[src/design/ptcl_pkg.sv]
// Shared types and constants for the periodic timer with clock latch.
// No dependencies; used by every module of the block.
package ptcl_pkg;

    // Width of the nanosecond time base and of the latched clocks.
    localparam int TIME_W = 64;
    // Width of a period step in ns: (2^32 - 1) * 1000 stays below 2^42.
    localparam int STEP_W = 42;
    // Microseconds to nanoseconds.
    localparam int US_TO_NS = 1000;
    // Configuration address width and register byte addresses.
    localparam int ADDR_W = 4;
    localparam logic [ADDR_W-1:0] ADDR_REALTIME_START  = 4'h0;
    localparam logic [ADDR_W-1:0] ADDR_MONOTONIC_START = 4'h8;

    // Operation codes of an input transaction.
    localparam logic [1:0] OP_TICK   = 2'd0;
    localparam logic [1:0] OP_READ   = 2'd1;
    localparam logic [1:0] OP_PERIOD = 2'd2;

    // Clock select codes for reads.
    localparam logic [1:0] SEL_REAL = 2'd0;
    localparam logic [1:0] SEL_MONO = 2'd1;
    localparam logic [1:0] SEL_BOOT = 2'd2;

    // Configuration write event seen by the core.
    typedef struct packed {
        logic              wr_realtime;
        logic              wr_monotonic;
        logic [TIME_W-1:0] value;
    } t_cfg_wr;

    // Status of the remainder unit.
    typedef struct packed {
        logic busy;
        logic done;
    } t_rem_stat;

endpackage

[src/design/ptcl_rem.sv]
// Bit-serial remainder unit: one restoring step per cycle over a 64-bit dividend.
// Depends on ptcl_pkg for widths and the status struct.
module ptcl_rem (
    input  logic                          i_clk,
    input  logic                          i_rst_n,
    input  logic                          i_start,
    input  logic [ptcl_pkg::TIME_W-1:0]   i_dividend,
    input  logic [ptcl_pkg::STEP_W-1:0]   i_divisor,
    output ptcl_pkg::t_rem_stat           o_stat,
    output logic [ptcl_pkg::STEP_W-1:0]   o_rem
);

    localparam int ITER  = ptcl_pkg::TIME_W;
    localparam int CNT_W = $clog2(ITER);

    logic                        r_busy;
    logic                        r_done;
    logic [CNT_W-1:0]            r_cnt;
    logic [ptcl_pkg::TIME_W-1:0] r_dvd;
    logic [ptcl_pkg::STEP_W-1:0] r_div;
    logic [ptcl_pkg::STEP_W-1:0] r_rem;

    logic [ptcl_pkg::STEP_W:0]   shifted;
    logic [ptcl_pkg::STEP_W:0]   diff;
    logic [ptcl_pkg::STEP_W-1:0] n_rem;

    // One restoring step: shift in the next dividend bit, subtract if it fits.
    always_comb begin
        shifted = {r_rem, r_dvd[ptcl_pkg::TIME_W-1]};
        diff    = shifted - {1'b0, r_div};
        if (!diff[ptcl_pkg::STEP_W]) begin
            n_rem = diff[ptcl_pkg::STEP_W-1:0];
        end else begin
            n_rem = shifted[ptcl_pkg::STEP_W-1:0];
        end
    end

    // Iteration control and datapath registers.
    always_ff @(posedge i_clk) begin
        if (!i_rst_n) begin
            r_busy <= 1'b0;
            r_done <= 1'b0;
            r_cnt  <= '0;
        end else begin
            r_done <= 1'b0;
            if (i_start) begin
                r_busy <= 1'b1;
                r_cnt  <= '0;
                r_dvd  <= i_dividend;
                r_div  <= i_divisor;
                r_rem  <= '0;
            end else if (r_busy) begin
                r_rem <= n_rem;
                r_dvd <= {r_dvd[ptcl_pkg::TIME_W-2:0], 1'b0};
                r_cnt <= r_cnt + 1'b1;
                if (r_cnt == CNT_W'(ITER - 1)) begin
                    r_busy <= 1'b0;
                    r_done <= 1'b1;
                end
            end
        end
    end

    assign o_stat.busy = r_busy;
    assign o_stat.done = r_done;
    assign o_rem       = r_rem;

endmodule

[src/design/ptcl_apb.sv]
// Configuration port: holds the realtime and monotonic start registers.
// Depends on ptcl_pkg for addresses and the write event struct.
module ptcl_apb (
    input  logic                          i_clk,
    input  logic                          i_rst_n,
    input  logic                          psel,
    input  logic                          penable,
    input  logic                          pwrite,
    input  logic [ptcl_pkg::ADDR_W-1:0]   paddr,
    input  logic [ptcl_pkg::TIME_W-1:0]   pwdata,
    output logic [ptcl_pkg::TIME_W-1:0]   prdata,
    output logic                          pready,
    output ptcl_pkg::t_cfg_wr             o_cfg_wr,
    output logic [ptcl_pkg::TIME_W-1:0]   o_realtime_start,
    output logic [ptcl_pkg::TIME_W-1:0]   o_monotonic_start
);

    logic                        wr_en;
    logic [ptcl_pkg::TIME_W-1:0] r_realtime_start;
    logic [ptcl_pkg::TIME_W-1:0] r_monotonic_start;

    assign pready = 1'b1;
    assign wr_en  = psel && penable && pwrite;

    // Address decode of the write transaction.
    always_comb begin
        o_cfg_wr.wr_realtime  = 1'b0;
        o_cfg_wr.wr_monotonic = 1'b0;
        o_cfg_wr.value        = pwdata;
        if (wr_en) begin
            case (paddr)
                ptcl_pkg::ADDR_REALTIME_START:  o_cfg_wr.wr_realtime  = 1'b1;
                ptcl_pkg::ADDR_MONOTONIC_START: o_cfg_wr.wr_monotonic = 1'b1;
                default: ;
            endcase
        end
    end

    // Register storage.
    always_ff @(posedge i_clk) begin
        if (!i_rst_n) begin
            r_realtime_start  <= '0;
            r_monotonic_start <= '0;
        end else begin
            if (o_cfg_wr.wr_realtime) begin
                r_realtime_start <= pwdata;
            end
            if (o_cfg_wr.wr_monotonic) begin
                r_monotonic_start <= pwdata;
            end
        end
    end

    // Read mux.
    always_comb begin
        case (paddr)
            ptcl_pkg::ADDR_REALTIME_START:  prdata = r_realtime_start;
            ptcl_pkg::ADDR_MONOTONIC_START: prdata = r_monotonic_start;
            default:                        prdata = '0;
        endcase
    end

    assign o_realtime_start  = r_realtime_start;
    assign o_monotonic_start = r_monotonic_start;

endmodule

[src/design/periodic_timer_with_clock_latch_top.sv]
// Top level of the periodic timer with clock latch.
// Depends on ptcl_pkg, ptcl_apb and ptcl_rem.

// Each input transaction is a tick, a clock read or a period write, and gives exactly one
// result transaction. The block works on one transaction at a time. A period write or an
// unused operation goes from the execute state to the output register; a clock read first
// latches the selected clock; a tick with the timer off goes straight on; an enabled tick
// passes the arm and check states, and a tick that fires also the compare state. A tick
// that fires while the timer is more than one period behind also waits for the bit-serial
// remainder unit, which finds the missed-period offset with 64 restoring steps. The result
// waits in the done state while the output register holds a stalled earlier result. A new
// input is accepted as soon as the previous one has been placed in the output register,
// even while that result is still stalled. The registers are realtime_start at byte
// address 0 and monotonic_start at byte address 8 (64-bit data); writing monotonic_start
// also loads the running nanosecond counter. Configure only while the block is idle.
module periodic_timer_with_clock_latch_top #(
    parameter int MIN_PERIOD_US = 1000
) (
    input  logic                          i_clk,
    input  logic                          i_rst_n,
    // Configuration port.
    input  logic                          psel,
    input  logic                          penable,
    input  logic                          pwrite,
    input  logic [ptcl_pkg::ADDR_W-1:0]   paddr,
    input  logic [ptcl_pkg::TIME_W-1:0]   pwdata,
    output logic [ptcl_pkg::TIME_W-1:0]   prdata,
    output logic                          pready,
    // Input channel.
    input  logic                          i_in_valid,
    output logic                          o_in_stall,
    input  logic [1:0]                    i_operation,
    input  logic [1:0]                    i_clock_select,
    input  logic [31:0]                   i_period_micros,
    input  logic [31:0]                   i_elapsed_ns,
    // Output channel.
    output logic                          o_out_valid,
    input  logic                          i_out_stall,
    output logic                          o_irq,
    output logic [31:0]                   o_time_low,
    output logic [31:0]                   o_time_high,
    output logic                          o_enabled_status
);

    localparam int TW = ptcl_pkg::TIME_W;
    localparam int SW = ptcl_pkg::STEP_W;

    typedef enum logic [3:0] {
        ST_IDLE,
        ST_EXEC,
        ST_ARM,
        ST_CHECK,
        ST_CMP,
        ST_DIV,
        ST_SUB_REM,
        ST_ADD_STEP,
        ST_READ,
        ST_DONE
    } t_state;

    ptcl_pkg::t_cfg_wr   cfg_wr;
    ptcl_pkg::t_rem_stat rem_stat;
    logic [TW-1:0]       realtime_start;
    logic [TW-1:0]       monotonic_start;
    logic [SW-1:0]       rem;

    t_state              r_state;
    logic [1:0]          r_op;
    logic [1:0]          r_sel;
    logic [31:0]         r_per;
    logic [31:0]         r_el;
    logic [TW-1:0]       r_now;
    logic [TW-1:0]       r_dl;
    logic [31:0]         r_period;
    logic [SW-1:0]       r_step;
    logic                r_timer_on;
    logic [TW-1:0]       r_latched_real;
    logic [TW-1:0]       r_latched_mono;
    logic [TW-1:0]       r_latched_boot;
    logic [TW-1:0]       r_boot;
    logic                r_res_irq;
    logic [TW-1:0]       r_res_time;
    logic                r_rem_start;
    logic                r_out_valid;
    logic                r_out_irq;
    logic [TW-1:0]       r_out_time;
    logic                r_out_en;

    logic                in_accept;
    logic                out_free;
    logic [TW-1:0]       step64;
    logic [31:0]         per_clamped;

    ptcl_apb u_apb (
        .i_clk             (i_clk),
        .i_rst_n           (i_rst_n),
        .psel              (psel),
        .penable           (penable),
        .pwrite            (pwrite),
        .paddr             (paddr),
        .pwdata            (pwdata),
        .prdata            (prdata),
        .pready            (pready),
        .o_cfg_wr          (cfg_wr),
        .o_realtime_start  (realtime_start),
        .o_monotonic_start (monotonic_start)
    );

    ptcl_rem u_rem (
        .i_clk      (i_clk),
        .i_rst_n    (i_rst_n),
        .i_start    (r_rem_start),
        .i_dividend (r_now - r_dl),
        .i_divisor  (r_step),
        .o_stat     (rem_stat),
        .o_rem      (rem)
    );

    assign in_accept   = i_in_valid && !o_in_stall;
    assign o_in_stall  = (r_state != ST_IDLE);
    assign out_free    = !r_out_valid || !i_out_stall;
    assign step64      = {{(TW - SW){1'b0}}, r_step};
    assign per_clamped = (r_per < 32'(MIN_PERIOD_US)) ? 32'(MIN_PERIOD_US) : r_per;

    // Sequencer, timer state and output register.
    always_ff @(posedge i_clk) begin
        if (!i_rst_n) begin
            r_state        <= ST_IDLE;
            r_now          <= '0;
            r_dl           <= '0;
            r_period       <= '0;
            r_step         <= '0;
            r_timer_on     <= 1'b0;
            r_latched_real <= '0;
            r_latched_mono <= '0;
            r_latched_boot <= '0;
            r_rem_start    <= 1'b0;
            r_out_valid    <= 1'b0;
        end else begin
            r_rem_start <= 1'b0;
            if (r_out_valid && !i_out_stall) begin
                r_out_valid <= 1'b0;
            end
            // Monotonic start write reloads the counter; user: idle only, not enforced.
            if (cfg_wr.wr_monotonic) begin
                r_now <= cfg_wr.value;
            end

            case (r_state)
                ST_IDLE: begin
                    if (in_accept) begin
                        r_op       <= i_operation;
                        r_sel      <= i_clock_select;
                        r_per      <= i_period_micros;
                        r_el       <= i_elapsed_ns;
                        r_res_irq  <= 1'b0;
                        r_res_time <= '0;
                        r_state    <= ST_EXEC;
                    end
                end
                ST_EXEC: begin
                    case (r_op)
                        ptcl_pkg::OP_TICK: begin
                            r_now <= r_now + {{(TW - 32){1'b0}}, r_el};
                            if (!r_timer_on) begin
                                r_dl    <= '0;
                                r_state <= ST_DONE;
                            end else if (r_period == '0) begin
                                r_timer_on <= 1'b0;
                                r_dl       <= '0;
                                r_state    <= ST_DONE;
                            end else begin
                                r_state <= ST_ARM;
                            end
                        end
                        ptcl_pkg::OP_READ: begin
                            r_boot  <= r_now - monotonic_start;
                            r_state <= ST_READ;
                        end
                        ptcl_pkg::OP_PERIOD: begin
                            r_dl <= '0;
                            if (r_per == '0) begin
                                r_timer_on <= 1'b0;
                                r_period   <= '0;
                            end else begin
                                r_timer_on <= 1'b1;
                                r_period   <= per_clamped;
                                r_step     <= SW'({{(SW - 32){1'b0}}, per_clamped}
                                                  * SW'(ptcl_pkg::US_TO_NS));
                            end
                            r_state <= ST_DONE;
                        end
                        default: begin
                            r_state <= ST_DONE;
                        end
                    endcase
                end
                // Arm the deadline on the first enabled tick.
                ST_ARM: begin
                    if (r_dl == '0) begin
                        r_dl <= r_now + step64;
                    end
                    r_state <= ST_CHECK;
                end
                // Fire when the deadline has been reached, then move it one step on.
                ST_CHECK: begin
                    if (r_now < r_dl) begin
                        r_state <= ST_DONE;
                    end else begin
                        r_dl      <= r_dl + step64;
                        r_res_irq <= 1'b1;
                        r_state   <= ST_CMP;
                    end
                end
                // Still behind: the new deadline is now - ((now - dl) mod step) + step.
                ST_CMP: begin
                    if (r_dl < r_now) begin
                        r_rem_start <= 1'b1;
                        r_state     <= ST_DIV;
                    end else begin
                        r_state <= ST_DONE;
                    end
                end
                ST_DIV: begin
                    if (rem_stat.done) begin
                        r_state <= ST_SUB_REM;
                    end
                end
                ST_SUB_REM: begin
                    r_dl    <= r_now - {{(TW - SW){1'b0}}, rem};
                    r_state <= ST_ADD_STEP;
                end
                ST_ADD_STEP: begin
                    r_dl    <= r_dl + step64;
                    r_state <= ST_DONE;
                end
                // Latch the selected clock.
                ST_READ: begin
                    case (r_sel)
                        ptcl_pkg::SEL_REAL: begin
                            r_latched_real <= realtime_start + r_boot;
                            r_res_time     <= realtime_start + r_boot;
                        end
                        ptcl_pkg::SEL_MONO: begin
                            r_latched_mono <= r_now;
                            r_res_time     <= r_now;
                        end
                        ptcl_pkg::SEL_BOOT: begin
                            r_latched_boot <= r_boot;
                            r_res_time     <= r_boot;
                        end
                        default: begin
                            r_res_time <= '0;
                        end
                    endcase
                    r_state <= ST_DONE;
                end
                // Hand the result to the output register once it is free.
                ST_DONE: begin
                    if (out_free) begin
                        r_out_valid <= 1'b1;
                        r_out_irq   <= r_res_irq;
                        r_out_time  <= r_res_time;
                        r_out_en    <= r_timer_on;
                        r_state     <= ST_IDLE;
                    end
                end
                default: begin
                    r_state <= ST_IDLE;
                end
            endcase
        end
    end

    assign o_out_valid      = r_out_valid;
    assign o_irq            = r_out_irq;
    assign o_time_low       = r_out_time[31:0];
    assign o_time_high      = r_out_time[TW-1:32];
    assign o_enabled_status = r_out_en;

`ifndef ASSERT_OFF
    // A fired timer is always reported as enabled.
    a_irq_enabled: assert property (@(posedge i_clk) disable iff (!i_rst_n)
        o_out_valid && o_irq |-> o_enabled_status)
        else $error("irq reported with timer disabled");

    // An enabled timer always holds a clamped period.
    a_period_min: assert property (@(posedge i_clk) disable iff (!i_rst_n)
        r_timer_on |-> (r_period >= 32'(MIN_PERIOD_US)))
        else $error("enabled timer with period below minimum");

    // The remainder unit delivers a value below the step.
    a_rem_range: assert property (@(posedge i_clk) disable iff (!i_rst_n)
        rem_stat.done |-> (rem < r_step))
        else $error("remainder not below step");

    // The remainder unit only runs during catch-up.
    a_rem_state: assert property (@(posedge i_clk) disable iff (!i_rst_n)
        rem_stat.busy |-> (r_state == ST_DIV))
        else $error("remainder unit busy outside catch-up");
`endif

endmodule
[config.mk]
export PLATFORM = sky130hd
export DESIGN_NAME = periodic_timer_with_clock_latch_top
export DESIGN_NICKNAME = d
export VERILOG_FILES = /design/src/design/ptcl_pkg.sv /design/src/design/ptcl_rem.sv /design/src/design/ptcl_apb.sv /design/src/design/periodic_timer_with_clock_latch_top.sv
export SDC_FILE = /design/constraint.sdc
export NUM_CORES = 2
export LEC_CHECK = 0
export ABC_CLOCK_PERIOD_IN_PS = 12700
export BUFFER_PORTS_ARGS = -buffer_cell sky130_fd_sc_hd__buf_2
export CAP_MARGIN = 20
export CORE_UTILIZATION = 45
export DETAILED_ROUTE_END_ITERATION = 6
export PLACE_DENSITY_LB_ADDON = 0.25
export REMOVE_ABC_BUFFERS = 1
export SLEW_MARGIN = 20
export SYNTH_ARGS = -nofsm -noshare
export SYNTH_HDL_FRONTEND = slang
export SYNTH_HIERARCHICAL = 1
export SYNTH_SLANG_ARGS = --single-unit
[constraint.sdc]
create_clock -name i_clk -period 12.7 [get_ports i_clk]
set_input_delay 0.635 -clock i_clk [delete_from_list [all_inputs] [get_ports i_clk]]
set_output_delay 0.635 -clock i_clk [all_outputs]
set_load 0.01 [all_outputs]
==> qor.yml <==
gp_congestion: 1.02
cts_resized: 0
n_fill_cell: 12200
crit_path_start_kind: "flop"
dr.pass1.iters: 6
synth_area_um2: 57900
p_switching_mw: 2.79
drv_slew: 0
cts-root-buf: "clkbuf_16"
gr-usage-all-layers: 0.271
cap_violations: 0
switching_share: 0.337
final_common_cell: "nand2_1"
ios: 276
fmax_ghz: 0.120
die_area_um2: 130000
p_clk_frac: 0.341
met1_length_um: 80800
cpPeakStageDelay_ns: 0.74
h-tree-depth: 3
core-area_um2: 128000
area_delta_synth_final_pct: 9.03
seq_area_um2: 19200
ctsHoldBuffers: 0
fin_skew_ns: 0.0454
slowest_stage: "a2111oi_0"
dp_hpwl_um: 139000
arrival_ns: 8.90
ys_warn_count: 6
cts_setup_buffers: 0
fin_ws_ns: 4.39
grt_pass1_wl_um: 275000
grt_pass1_vias: 47100
path_max_fanout: 9
final_nets: 7310
initial_core_util: 0.454
routed_via_density: 5.90
layout.cells.most_common_list: "726 x nand2_1, 576 x a21oi_1, 474 x inv_1"
drc: 0
seq_power_share: 0.338
fin_crit_sh: 0.654
path_class: "reg2reg"
wl_met2_um: 80400
p_int_mw: 5.48
wl_um: 181000
rows: 131
antenna_left: 0
clock_sinks: 753
wl_met3_um: 12200
portBuffers: 274
drive_gt1_frac: 0.0973
tritoncts: "yes"
fp.dieW_um: 361
grt_setup_unrepaired: "false"
finalSetupTns_ns: 0
vias: 49300
slew_headroom: 0.271
tightestPinTransition_ns: 1.08
hold_class: "in2reg"
preCtsSetupSlack_ns: 4.36
cts_made_buffers: 91
path_buf_inv: 2
path_clk_slew_ns: 0.06
status: "finished clean"
pwr-share-comb: 0.321
cp.required_ns: 13.30
antenna_found_initial: 5
top_layer: "met4"
grt.overflow.total: 0
synthCells: 6623
avgSynthCellArea_um2: 8.75
grt_max_degree: 92
finalSetupViolCount: 0
cpLargestDelayFamily: "compound AO/OA/AOI/OAI gates"
multi_input_area_um2: 34900
wl_per_cell_um: 21.7
crit_path_cell_trace: "nor4_1 -> nand4_1 -> nor4_2 -> o31ai_1 -> nor2b_1 -> inv_1 -> ha_1 -> a21oi_1 -> fa_1 -> fa_1 -> fa_1 -> inv_1 -> ha_1 -> a2111oi_0 -> o31ai_1 -> a2111oi_0 -> nor2_1 -> a2111oi_4 -> o21bai_1 -> a21oi_1 -> o21ai_1 -> xnor2_1 -> o31ai_1"
hold_viol_final: 0
leakage_nw: 26.4
die_y_um: 361
irDropWorstVdd_v: 0.000103
insertion_delay_ns: 0.73
endpoint_kind: "flop"
clockBufferDepth: 3
period_needed_ns: 8.31
initialDrtViolationCount: 4425
powerDensity_nw_per_um2: 131
-- through the flow --
| stage | area, µm² | std cells | hold slack, ns | util | total power [mW] |
|---|---|---|---|---|---|
| after detailed placement | 59800 | 8183 | 0.405 | 0.469 | 5.46 |
| final | 63200 | 8357 | 0.0783 | 0.495 | 8.27 |
| after floorplan | 55800 | 6183 | 0.400 | - | 4.79 |
| after CTS | 63100 | 8354 | 0.0269 | 0.494 | 8.31 |
| after global placement | 59800 | 8183 | 0.400 | 0.469 | 5.42 |
| after global routing | 63200 | 8356 | 0.0459 | 0.495 | 8.73 |
-- sequential cells by signal (all words and copies together), names as in the netlist, 2 cells and up --
signal and cells:
u_apb/o_realtime_start 64, r_state 4, r_out_time 64, u_rem/r_div 42, r_per 32, r_res_time 64
r_op 2, u_rem/o_rem 42, r_step 39, u_rem/r_dvd 64, r_dl 64, r_boot 64
r_sel 2, u_rem/r_cnt 6, r_now 64, r_el 32, u_apb/o_monotonic_start 64, r_period 32
-- path summary, 6_finish.rpt --
check                                      end  depth (start not counted)             start  slack, ns
worst min register to register  r_out_time[16]                          0    r_res_time[16]       0.42
worst max-delay path                r_step[40]                         23         r_per[31]       4.39
worst min-delay path                  r_el[30]                          1  i_elapsed_ns[30]       0.08
worst max register to register      r_step[40]                         23         r_per[31]       4.39
-- routing by layer --
metal / global-route usage / up-vias
met4: 0.109 / 0
met3: 0.0339 / 300
met5: 0 / -
met2: 0.434 / 1750
met1: 0.370 / 23500
li1: - / 23800
-- cell type report --
type                            instances  share of cell area
Multi-Input combinational cell       4952               0.553
Sequential cell                       753               0.304
Clock buffer                          121              0.0420
Tap cell                             1662              0.0329
Timing Repair Buffer                  340              0.0301
Inverter                              478              0.0285
Clock inverter                         50              0.0101
Antenna cell                            1           0.0000396
-- power groups by stage --
stage                     registers [mW]  logic (mW)  clock network, mW
final                               2.79        2.65               2.82
after global routing                2.80        2.95               2.97
after CTS                           2.79        2.64               2.88
after detailed placement            2.84        2.62                  0
after global placement              2.84        2.58                  0
after floorplan                     2.80        1.99                  0
(Power assumes the default switching activity.)
